<file path="config.mk">
export PLATFORM = sky130hd
export DESIGN_NAME = oversampled_pulse_synth_highpass_flat
export DESIGN_NICKNAME = d
export VERILOG_FILES = /design/src/rtl/core/opsh_pkg.sv /design/src/rtl/core/opsh_if.sv /design/src/rtl/core/opsh_sdiv.sv /design/src/rtl/core/opsh_osc.sv /design/src/rtl/core/opsh_hpf.sv /design/src/rtl/core/oversampled_pulse_synth_highpass.sv /design/src/flat_wrapper.sv
export SDC_FILE = /design/constraint.sdc
export NUM_CORES = 2
export LEC_CHECK = 0
export BUFFER_PORTS_ARGS = -buffer_cell sky130_fd_sc_hd__buf_2
export CORE_MARGIN = 8
export CORE_UTILIZATION = 50
export CTS_BUF_LIST = sky130_fd_sc_hd__clkbuf_8
export DETAILED_ROUTE_END_ITERATION = 16
export PLACE_DENSITY_LB_ADDON = 0.12
export RECOVER_POWER = 50
export SLEW_MARGIN = 15
export SYNTH_ARGS = -nofsm -noshare
export SYNTH_HDL_FRONTEND = slang
export SYNTH_HIERARCHICAL = 1
export SYNTH_SLANG_ARGS = --single-unit
</file>
<file path="constraint.sdc">
create_clock -name clk -period 16.12 [get_ports clk]
set_input_delay 3.224 -clock clk [delete_from_list [all_inputs] [get_ports clk]]
set_output_delay 3.224 -clock clk [all_outputs]
set_load 0.005 [all_outputs]
</file>
<file path="src/rtl/core/opsh_pkg.sv">
// Shared types and constants of the oversampled pulse synth.
package opsh_pkg;

  localparam int FREQ_W     = 16;
  localparam int DUTY_W     = 8;
  localparam int SAMPLE_W   = 16;
  localparam int ALPHA_W    = 16;
  localparam int PHASE_W    = 32;
  localparam int STEP_DVD_W = 48;
  localparam int THR_SHIFT  = 31;
  localparam int X_W        = 17;
  localparam int Y_W        = 20;
  localparam int SUM_W      = 21;
  localparam int PROD_W     = 38;
  localparam int GAIN_W     = 39;
  localparam int MAG_W      = 38;
  localparam int GAIN_NUM   = 262136;
  localparam int GAIN_DEN   = 655360;
  localparam int GAIN_NUM_W = 19;
  localparam int ROUND_HALF = 32768;
  localparam int Q16_SHIFT  = 16;

  localparam int CFG_DATA_W = 32;
  localparam int CFG_ADDR_W = 3;

  localparam logic [ALPHA_W-1:0] ALPHA_RESET = 16'd64688;
  localparam logic [0:0]         REG_HIGHPASS_ALPHA = 1'b0;

  localparam logic signed [Y_W-1:0] Y_MAX = 20'sd524287;
  localparam logic signed [Y_W-1:0] Y_MIN = -20'sd524288;
  localparam logic [SAMPLE_W-1:0]   SAMPLE_MAX = 16'h7fff;
  localparam logic [SAMPLE_W-1:0]   SAMPLE_MIN = 16'h8000;

  typedef struct packed {
    logic done;
    logic ovf;
  } div_stat_t;

endpackage

</file>
<file path="src/rtl/core/opsh_if.sv">
// Handshake interfaces of the input and result channels.
interface opsh_in_if;
  logic                         valid;
  logic                         ready;
  logic                         active;
  logic [opsh_pkg::FREQ_W-1:0]  tone_freq;
  logic [opsh_pkg::DUTY_W-1:0]  duty_level;

  modport source (output valid, active, tone_freq, duty_level, input ready);
  modport sink   (input valid, active, tone_freq, duty_level, output ready);
endinterface

interface opsh_out_if;
  logic                          valid;
  logic                          ready;
  logic [opsh_pkg::SAMPLE_W-1:0] sample;

  modport source (output valid, sample, input ready);
  modport sink   (input valid, sample, output ready);
endinterface

</file>
<file path="src/rtl/core/opsh_sdiv.sv">
// Bit-serial restoring divider by a constant, one quotient bit per cycle.
module opsh_sdiv #(
  parameter int DVD_W   = 48,
  parameter int DIVISOR = 384000,
  parameter int QUO_W   = 32
) (
  input  logic                  clk,
  input  logic                  rst_n,
  input  logic                  start,
  input  logic [DVD_W-1:0]      dividend,
  output opsh_pkg::div_stat_t   stat,
  output logic [QUO_W-1:0]      quotient
);
  import opsh_pkg::*;

  localparam int DSR_W = $clog2(DIVISOR + 1);
  localparam int CNT_W = $clog2(DVD_W + 1);
  localparam logic [DSR_W:0] DSR = (DSR_W + 1)'(DIVISOR);

  logic             busy_r, done_r, ovf_r;
  logic [CNT_W-1:0] cnt_r;
  logic [DVD_W-1:0] dvd_r;
  logic [DSR_W-1:0] rem_r, rem_nxt;
  logic [QUO_W-1:0] quo_r;
  logic [DSR_W:0]   trial, diff;
  logic             qbit;

  always_comb begin
    trial   = {rem_r, dvd_r[DVD_W-1]};
    diff    = trial - DSR;
    qbit    = (trial >= DSR);
    rem_nxt = qbit ? diff[DSR_W-1:0] : trial[DSR_W-1:0];
  end

  always_ff @(posedge clk) begin
    if (!rst_n) begin
      busy_r <= 1'b0;
      done_r <= 1'b0;
      cnt_r  <= '0;
    end else begin
      done_r <= 1'b0;
      if (start) begin
        busy_r <= 1'b1;
        cnt_r  <= CNT_W'(DVD_W);
      end else if (busy_r) begin
        cnt_r <= cnt_r - 1'b1;
        if (cnt_r == CNT_W'(1)) begin
          busy_r <= 1'b0;
          done_r <= 1'b1;
        end
      end
    end
  end

  always_ff @(posedge clk) begin
    if (start) begin
      dvd_r <= dividend;
      rem_r <= '0;
      quo_r <= '0;
      ovf_r <= 1'b0;
    end else if (busy_r) begin
      dvd_r <= {dvd_r[DVD_W-2:0], 1'b0};
      rem_r <= rem_nxt;
      quo_r <= {quo_r[QUO_W-2:0], qbit};
      ovf_r <= ovf_r | quo_r[QUO_W-1];
    end
  end

  assign stat.done = done_r;
  assign stat.ovf  = ovf_r;
  assign quotient  = quo_r;

endmodule

</file>
<file path="src/rtl/core/opsh_osc.sv">
// Oversampled pulse oscillator: phase accumulator and duty counter.
module opsh_osc #(
  parameter int LEVEL_MAX         = 255,
  parameter int OVERSAMPLE_FACTOR = 8,
  parameter int SAMPLE_RATE       = 48000,
  parameter int CNT_W             = 4
) (
  input  logic                         clk,
  input  logic                         rst_n,
  input  logic                         start,
  input  logic                         active,
  input  logic [opsh_pkg::FREQ_W-1:0]  tone_freq,
  input  logic [opsh_pkg::DUTY_W-1:0]  duty_level,
  output logic                         done,
  output logic [CNT_W-1:0]             count
);
  import opsh_pkg::*;

  localparam int STEP_DIV = SAMPLE_RATE * OVERSAMPLE_FACTOR;
  localparam int PAD_W    = STEP_DVD_W - DUTY_W - THR_SHIFT;

  typedef enum logic [1:0] {S_IDLE, S_DIV, S_STEP} state_t;

  state_t             state_r;
  logic               done_r;
  logic [CNT_W-1:0]   count_r, sub_r;
  logic [PHASE_W-1:0] phase_r, phase_nxt;
  logic [PHASE_W-1:0] step_q, thr_q;
  div_stat_t          step_stat, thr_stat;
  logic               div_start, hit;

  assign div_start = start && active;

  opsh_sdiv #(
    .DVD_W   (STEP_DVD_W),
    .DIVISOR (STEP_DIV),
    .QUO_W   (PHASE_W)
  ) u_step_div (
    .clk      (clk),
    .rst_n    (rst_n),
    .start    (div_start),
    .dividend ({tone_freq, {PHASE_W{1'b0}}}),
    .stat     (step_stat),
    .quotient (step_q)
  );

  opsh_sdiv #(
    .DVD_W   (STEP_DVD_W),
    .DIVISOR (LEVEL_MAX),
    .QUO_W   (PHASE_W)
  ) u_thr_div (
    .clk      (clk),
    .rst_n    (rst_n),
    .start    (div_start),
    .dividend ({{PAD_W{1'b0}}, duty_level, {THR_SHIFT{1'b0}}}),
    .stat     (thr_stat),
    .quotient (thr_q)
  );

  always_comb begin
    phase_nxt = phase_r + step_q;
    hit       = thr_stat.ovf || (phase_nxt < thr_q);
  end

  always_ff @(posedge clk) begin
    if (!rst_n) begin
      state_r <= S_IDLE;
      done_r  <= 1'b0;
      count_r <= '0;
      sub_r   <= '0;
      phase_r <= '0;
    end else begin
      done_r <= 1'b0;
      unique case (state_r)
        S_IDLE: begin
          if (start) begin
            count_r <= '0;
            sub_r   <= '0;
            if (active) begin
              state_r <= S_DIV;
            end else begin
              done_r <= 1'b1;
            end
          end
        end
        S_DIV: begin
          if (step_stat.done) begin
            state_r <= S_STEP;
          end
        end
        S_STEP: begin
          phase_r <= phase_nxt;
          count_r <= count_r + CNT_W'(hit);
          sub_r   <= sub_r + 1'b1;
          if (sub_r == CNT_W'(OVERSAMPLE_FACTOR - 1)) begin
            done_r  <= 1'b1;
            state_r <= S_IDLE;
          end
        end
        default: state_r <= S_IDLE;
      endcase
    end
  end

  assign done  = done_r;
  assign count = count_r;

endmodule

</file>
<file path="src/rtl/core/opsh_hpf.sv">
// One-pole DC-blocking high-pass with output gain and saturation.
module opsh_hpf #(
  parameter int OVERSAMPLE_FACTOR = 8,
  parameter int CNT_W             = 4
) (
  input  logic                          clk,
  input  logic                          rst_n,
  input  logic                          start,
  input  logic [CNT_W-1:0]              count,
  input  logic [opsh_pkg::ALPHA_W-1:0]  alpha,
  output logic                          done,
  output logic [opsh_pkg::SAMPLE_W-1:0] sample
);
  import opsh_pkg::*;

  typedef enum logic [2:0] {S_IDLE, S_MUL, S_FILT, S_GAIN, S_DSTART, S_DWAIT} state_t;

  state_t                    state_r;
  logic                      done_r;
  logic [SAMPLE_W-1:0]       sample_r;
  logic [X_W-1:0]            x, prev_x_r;
  logic signed [Y_W-1:0]     y_r;
  logic signed [SUM_W-1:0]   sum_r, sum_nxt;
  logic signed [PROD_W-1:0]  prod_r, rnd;
  logic signed [PROD_W-17:0] t;
  logic signed [Y_W-1:0]     y_nxt;
  logic signed [Y_W+GAIN_NUM_W:0] g_full;
  logic signed [GAIN_W-1:0]  g_r, g_neg;
  logic [MAG_W-1:0]          mag;
  logic                      neg_r;
  logic                      div_start;
  div_stat_t                 div_stat;
  logic [SAMPLE_W-1:0]       quo, sample_nxt;

  always_comb begin
    x = '0;
    for (int i = 0; i <= OVERSAMPLE_FACTOR; i++) begin
      if (count == CNT_W'(i)) begin
        x = X_W'((i * 65536) / OVERSAMPLE_FACTOR);
      end
    end
    sum_nxt = $signed({y_r[Y_W-1], y_r}) + $signed({4'b0, x}) - $signed({4'b0, prev_x_r});
    rnd     = prod_r + PROD_W'(ROUND_HALF);
    t       = rnd[PROD_W-1:Q16_SHIFT];
    priority if (t > $signed({{2{Y_MAX[Y_W-1]}}, Y_MAX})) begin
      y_nxt = Y_MAX;
    end else if (t < $signed({{2{Y_MIN[Y_W-1]}}, Y_MIN})) begin
      y_nxt = Y_MIN;
    end else begin
      y_nxt = t[Y_W-1:0];
    end
    g_full    = y_r * $signed({1'b0, GAIN_NUM_W'(GAIN_NUM)});
    g_neg     = -g_r;
    mag       = g_r[GAIN_W-1] ? g_neg[MAG_W-1:0] : g_r[MAG_W-1:0];
    div_start = (state_r == S_DSTART);
    if (neg_r) begin
      if (div_stat.ovf || (quo[SAMPLE_W-1] && (quo[SAMPLE_W-2:0] != '0))) begin
        sample_nxt = SAMPLE_MIN;
      end else begin
        sample_nxt = -quo;
      end
    end else begin
      if (div_stat.ovf || quo[SAMPLE_W-1]) begin
        sample_nxt = SAMPLE_MAX;
      end else begin
        sample_nxt = quo;
      end
    end
  end

  opsh_sdiv #(
    .DVD_W   (MAG_W),
    .DIVISOR (GAIN_DEN),
    .QUO_W   (SAMPLE_W)
  ) u_gain_div (
    .clk      (clk),
    .rst_n    (rst_n),
    .start    (div_start),
    .dividend (mag),
    .stat     (div_stat),
    .quotient (quo)
  );

  always_ff @(posedge clk) begin
    if (!rst_n) begin
      state_r  <= S_IDLE;
      done_r   <= 1'b0;
      prev_x_r <= '0;
      y_r      <= '0;
    end else begin
      done_r <= 1'b0;
      unique case (state_r)
        S_IDLE: begin
          if (start) begin
            sum_r    <= sum_nxt;
            prev_x_r <= x;
            state_r  <= S_MUL;
          end
        end
        S_MUL: begin
          prod_r  <= $signed({1'b0, alpha}) * sum_r;
          state_r <= S_FILT;
        end
        S_FILT: begin
          y_r     <= y_nxt;
          state_r <= S_GAIN;
        end
        S_GAIN: begin
          g_r     <= g_full[GAIN_W-1:0];
          state_r <= S_DSTART;
        end
        S_DSTART: begin
          neg_r   <= g_r[GAIN_W-1];
          state_r <= S_DWAIT;
        end
        S_DWAIT: begin
          if (div_stat.done) begin
            sample_r <= sample_nxt;
            done_r   <= 1'b1;
            state_r  <= S_IDLE;
          end
        end
        default: state_r <= S_IDLE;
      endcase
    end
  end

  assign done   = done_r;
  assign sample = sample_r;

endmodule

</file>
<file path="src/rtl/core/oversampled_pulse_synth_highpass.sv">
// Top level of the oversampled pulse synth with DC-blocking high-pass.
// One input transaction is one output-sample tick and yields exactly one
// result transaction. For an active tick the phase increment and the duty
// threshold come from two bit-serial dividers by constants that run side by
// side, the phase accumulator then makes one oversampling step per cycle,
// and the output gain is a bit-serial divide. An inactive tick skips the
// oscillator's dividers and phase steps. One tick is in flight at a time; a
// finished sample waits in the output register and the next tick is taken
// meanwhile. highpass_alpha sits at APB byte address 0 and reads back.
module oversampled_pulse_synth_highpass #(
  parameter int LEVEL_MAX         = 255,
  parameter int OVERSAMPLE_FACTOR = 8,
  parameter int SAMPLE_RATE       = 48000
) (
  input  logic                              clk,
  input  logic                              rst_n,
  opsh_in_if.sink                           in_chan,
  opsh_out_if.source                        out_chan,
  input  logic                              cfg_psel,
  input  logic                              cfg_penable,
  input  logic                              cfg_pwrite,
  input  logic [opsh_pkg::CFG_ADDR_W-1:0]   cfg_paddr,
  input  logic [opsh_pkg::CFG_DATA_W-1:0]   cfg_pwdata,
  output logic [opsh_pkg::CFG_DATA_W-1:0]   cfg_prdata,
  output logic                              cfg_pready
);
  import opsh_pkg::*;

  localparam int CNT_W = $clog2(OVERSAMPLE_FACTOR + 1);

  typedef enum logic [1:0] {S_IDLE, S_BUSY, S_LOAD} state_t;

  state_t              state_r;
  logic                out_valid_r;
  logic [SAMPLE_W-1:0] out_sample_r;
  logic [ALPHA_W-1:0]  alpha_r;
  logic                accept, slot_free, cfg_wr;
  logic                osc_done, hpf_done;
  logic [CNT_W-1:0]    count;
  logic [SAMPLE_W-1:0] hpf_sample;

  assign in_chan.ready = (state_r == S_IDLE);
  assign accept        = in_chan.valid && in_chan.ready;
  assign slot_free     = !out_valid_r || out_chan.ready;

  opsh_osc #(
    .LEVEL_MAX         (LEVEL_MAX),
    .OVERSAMPLE_FACTOR (OVERSAMPLE_FACTOR),
    .SAMPLE_RATE       (SAMPLE_RATE),
    .CNT_W             (CNT_W)
  ) u_osc (
    .clk        (clk),
    .rst_n      (rst_n),
    .start      (accept),
    .active     (in_chan.active),
    .tone_freq  (in_chan.tone_freq),
    .duty_level (in_chan.duty_level),
    .done       (osc_done),
    .count      (count)
  );

  opsh_hpf #(
    .OVERSAMPLE_FACTOR (OVERSAMPLE_FACTOR),
    .CNT_W             (CNT_W)
  ) u_hpf (
    .clk    (clk),
    .rst_n  (rst_n),
    .start  (osc_done),
    .count  (count),
    .alpha  (alpha_r),
    .done   (hpf_done),
    .sample (hpf_sample)
  );

  always_ff @(posedge clk) begin
    if (!rst_n) begin
      state_r     <= S_IDLE;
      out_valid_r <= 1'b0;
    end else begin
      if ((state_r == S_LOAD) && slot_free) begin
        out_valid_r <= 1'b1;
      end else if (out_chan.ready) begin
        out_valid_r <= 1'b0;
      end
      unique case (state_r)
        S_IDLE: begin
          if (accept) begin
            state_r <= S_BUSY;
          end
        end
        S_BUSY: begin
          if (hpf_done) begin
            state_r <= S_LOAD;
          end
        end
        S_LOAD: begin
          if (slot_free) begin
            out_sample_r <= hpf_sample;
            state_r      <= S_IDLE;
          end
        end
        default: state_r <= S_IDLE;
      endcase
    end
  end

  assign out_chan.valid  = out_valid_r;
  assign out_chan.sample = out_sample_r;

  assign cfg_pready = 1'b1;
  assign cfg_wr     = cfg_psel && cfg_penable && cfg_pwrite && cfg_pready
                      && (cfg_paddr[CFG_ADDR_W-1] == REG_HIGHPASS_ALPHA);

  always_ff @(posedge clk) begin
    if (!rst_n) begin
      alpha_r <= ALPHA_RESET;
    end else if (cfg_wr) begin
      alpha_r <= cfg_pwdata[ALPHA_W-1:0];
    end
  end

  assign cfg_prdata = (cfg_paddr[CFG_ADDR_W-1] == REG_HIGHPASS_ALPHA)
                      ? {{(CFG_DATA_W - ALPHA_W){1'b0}}, alpha_r} : '0;

endmodule

</file>
<file path="src/flat_wrapper.sv">
// flat-port wrapper written by rule: the top's interface ports become plain ports
module oversampled_pulse_synth_highpass_flat import opsh_pkg::*;
#(
  parameter int LEVEL_MAX         = 255,
  parameter int OVERSAMPLE_FACTOR = 8,
  parameter int SAMPLE_RATE       = 48000
)
  (clk, rst_n, cfg_psel, cfg_penable, cfg_pwrite, cfg_paddr, cfg_pwdata, cfg_prdata, cfg_pready, in_chan_valid, in_chan_active, in_chan_tone_freq, in_chan_duty_level, in_chan_ready, out_chan_valid, out_chan_sample, out_chan_ready);
  opsh_in_if in_chan_i ();
  opsh_out_if out_chan_i ();
  input  logic clk;
  input  logic rst_n;
  input  logic cfg_psel;
  input  logic cfg_penable;
  input  logic cfg_pwrite;
  input  logic [opsh_pkg::CFG_ADDR_W-1:0] cfg_paddr;
  input  logic [opsh_pkg::CFG_DATA_W-1:0] cfg_pwdata;
  output logic [opsh_pkg::CFG_DATA_W-1:0] cfg_prdata;
  output logic cfg_pready;
  input wire logic [$bits(in_chan_i.valid)-1:0] in_chan_valid;
  input wire logic [$bits(in_chan_i.active)-1:0] in_chan_active;
  input wire logic [$bits(in_chan_i.tone_freq)-1:0] in_chan_tone_freq;
  input wire logic [$bits(in_chan_i.duty_level)-1:0] in_chan_duty_level;
  output wire logic [$bits(in_chan_i.ready)-1:0] in_chan_ready;
  output wire logic [$bits(out_chan_i.valid)-1:0] out_chan_valid;
  output wire logic [$bits(out_chan_i.sample)-1:0] out_chan_sample;
  input wire logic [$bits(out_chan_i.ready)-1:0] out_chan_ready;
  assign in_chan_i.valid = in_chan_valid;
  assign in_chan_i.active = in_chan_active;
  assign in_chan_i.tone_freq = in_chan_tone_freq;
  assign in_chan_i.duty_level = in_chan_duty_level;
  assign in_chan_ready = in_chan_i.ready;
  assign out_chan_valid = out_chan_i.valid;
  assign out_chan_sample = out_chan_i.sample;
  assign out_chan_i.ready = out_chan_ready;
  oversampled_pulse_synth_highpass #(.LEVEL_MAX(LEVEL_MAX), .OVERSAMPLE_FACTOR(OVERSAMPLE_FACTOR), .SAMPLE_RATE(SAMPLE_RATE)) u_core (.clk(clk), .rst_n(rst_n), .in_chan(in_chan_i), .out_chan(out_chan_i), .cfg_psel(cfg_psel), .cfg_penable(cfg_penable), .cfg_pwrite(cfg_pwrite), .cfg_paddr(cfg_paddr), .cfg_pwdata(cfg_pwdata), .cfg_prdata(cfg_prdata), .cfg_pready(cfg_pready));
endmodule
</file>
==> metrics.txt <==
Top delay family on crit path=adder cells; vias per cell=5.18; Critical Path AT=7.80 ns; CTS Sinks=489; commonest non-fill, non-tap cells in the layout=inv_1, fa_1, nand2_1; IO Count=118; Hold Path Stages=0; FF-to-FF Start=u_core/u_hpf/sum_r[8]; Worst setup EP type=register; initial antenna violation count=2; # setup viols final=0; CTS tree=done; Max Cap Violations=7; reg2reg end=u_core/u_hpf/prod_r[30]; failing checks=capacitance limit, slew limit; Wirelength per Cell=16.2 microns; relative slew slack=-125%; H-tree levels=3; unrepaired setup endpoints after global routing=no; met2 global-route usage=34.4%; Sum Neg Setup Slack=0 ns; CP Max Fanout=16; Min-Delay Endpoint=u_core/out_chan.sample[0]; later-pin clock latency in the skew report=0.70 ns; critical-path cell list=nand2_1, fa_1, fa_1, fa_1, inv_1, ha_1, fa_1, inv_1, fa_1, inv_1, ha_1, nand3_1, or4_1, a21oi_1, o211ai_1, a211oi_1, o21ai_0, a21oi_1, nor4b_1, a311o_1; Rows=109; leakage power=21.9 nW; residual DRC count=0; Slowest cell on crit path=edfxtp_1; PostCTS Resize Cnt=0; largest net degree at the start of global routing=76; Routed Wire Length=93.4 mm; global-route wire length before repair=160 mm; Overall Global Routing Usage=19.6%; total CTS buffers=86; # nets final=5458; grt peak-use layer=met2; Reg clk slew, reported paths=0.08 ns; Reg2Reg Depth=20; Syn Std Cell Area=44400 sq um; Die Width=314 microns; outcome=finished, violations left; hold path startpoint=u_core/u_hpf/sample[0]; drt first pass iters=5; die span in y=314 microns; DIE AREA=98500 sq um; met1 Resource Use GR=25.2%; crit path buf inv count=3; synthesized instance count=4430; CTS Hold Bufs=0; Worst path max stage delay=0.90 ns; Final Hold Fails=0; crit path launch type=register; GR met3 Demand/Resource=2.44%; peak supply drop=0.000173 V; Initial Util=50.3%; core area=88100 sq um; Slew @ Worst Pin=3.37 ns; ANT nets after route=0; yosys warns=6; number of global-route vias before repair=31700; Tcrit/Tclk final=45.7%; Worst setup startpoint=u_core/u_hpf/sum_r[8]; Setup Skew=0.0421 ns; GPL Wtd Cong=0.856; I/O Buffers=82; commonest non-fill, non-tap cell in the layout=inv_1; GRT Residual Overflow=0; DRT iter0 DRCs=1545; P&R area growth vs syn=7.70%; maximum clock path buffer count=3; post-DP HPWL=70.0 mm; layout cells sized above 1=9.54%; FF-to-FF setup slack=8.75 ns; fin. max-slew vios=295; Most common cell on crit path=fa_1; Hold Slack=0.417 ns; crit path kind=reg -> reg; CTS root buffer=clkbuf_8; worst hold path class=reg -> reg; Worst EP required=16.55 ns; P per Cell Area=143 nW/um^2; min Tclk post-route=7.37 ns; Synth Area per Inst=10.0 sq um; vias=29900; Setup Fix Bufs, Post-CTS=0; Fmax achieved=136 MHz
through the flow:
stage / instances / power, mW / util [%] / setup WS, ns / instance area (sq um)
after floorplan: 4518 / 4.87 / - / 8.99 / 44700
after global placement: 5618 / 5.68 / 52.2 / 8.78 / 46000
after detailed placement: 5618 / 5.72 / 52.2 / 8.78 / 46000
after CTS: 5779 / 6.98 / 54.3 / 8.77 / 47800
after global routing: 5781 / 7.63 / 54.2 / 8.31 / 47800
final: 5781 / 6.84 / 54.2 / 8.75 / 47800
cell type report:
type                    count  area (sq um)
flip-flops and latches    489         12300
multi-input cells        3056         28600
well taps                1165          1460
diodes                      2          5.00
clock buffers             103          1420
inverters                 791          2970
fillers                  8173         40300
clock inverters            58           417
repair buffers            117           646
flip-flops by register name, indices dropped and copies added, names as in the netlist, 8 cells and up:
name,cells
u_core/u_hpf/prod_r,23
u_core/u_hpf/u_gain_div/quotient,16
u_core/u_hpf/g_r,36
u_core/out_chan.sample,16
u_core/u_hpf/u_gain_div/dvd_r,38
u_core/u_osc/phase_r,32
u_core/u_hpf/y_r,20
u_core/u_hpf/sum_r,21
u_core/u_osc/u_step_div/rem_r,19
u_core/u_osc/u_thr_div/dvd_r,48
u_core/u_osc/u_step_div/quotient,32
u_core/u_osc/u_thr_div/quotient,32
u_core/u_osc/u_thr_div/rem_r,8
u_core/u_hpf/sample,16
u_core/u_osc/u_step_div/dvd_r,48
u_core/u_hpf/u_gain_div/rem_r,20
u_core/alpha_r,16
worst register-to-register path, delay by kind of cell, from the launching register on:
| kind | cells | cell delay, ns |
|---|---|---|
| AOI/OAI and AO/OA | 6 | 1.98 |
| DFF | 1 | 0.90 |
| buffers and inverters | 3 | 0.14 |
| and+or+nand+nor | 4 | 0.86 |
| adders and majority gates | 7 | 3.19 |
where the power goes:
part / switching (mW) / leakage, nW / internal, mW
sequential: 0.0816 / 4.23 / 1.59
clock: 0.540 / 1.04 / 0.656
combinational: 2.21 / 16.6 / 1.75
layer usage:
metal / up-vias / share of wire (%)
met2: 520 / 50
met5: - / 0
li1: 14500 / -
met4: 0 / 2.4
met1: 14800 / 44
met3: 149 / 3.5
worst max path at each step:
stage | endpoint | cells past startpoint
2_1_floorplan | u_core/u_hpf/g_r[35] | 19
3_3_place_gp | u_core/u_hpf/prod_r[30] | 21
3_5_place_dp | u_core/u_hpf/prod_r[30] | 21
4_1_cts | u_core/u_hpf/prod_r[30] | 21
5_1_grt | u_core/u_osc/u_thr_div/dvd_r[6] | 6
6_report | u_core/u_hpf/prod_r[30] | 20
(Power assumes the default switching activity.)
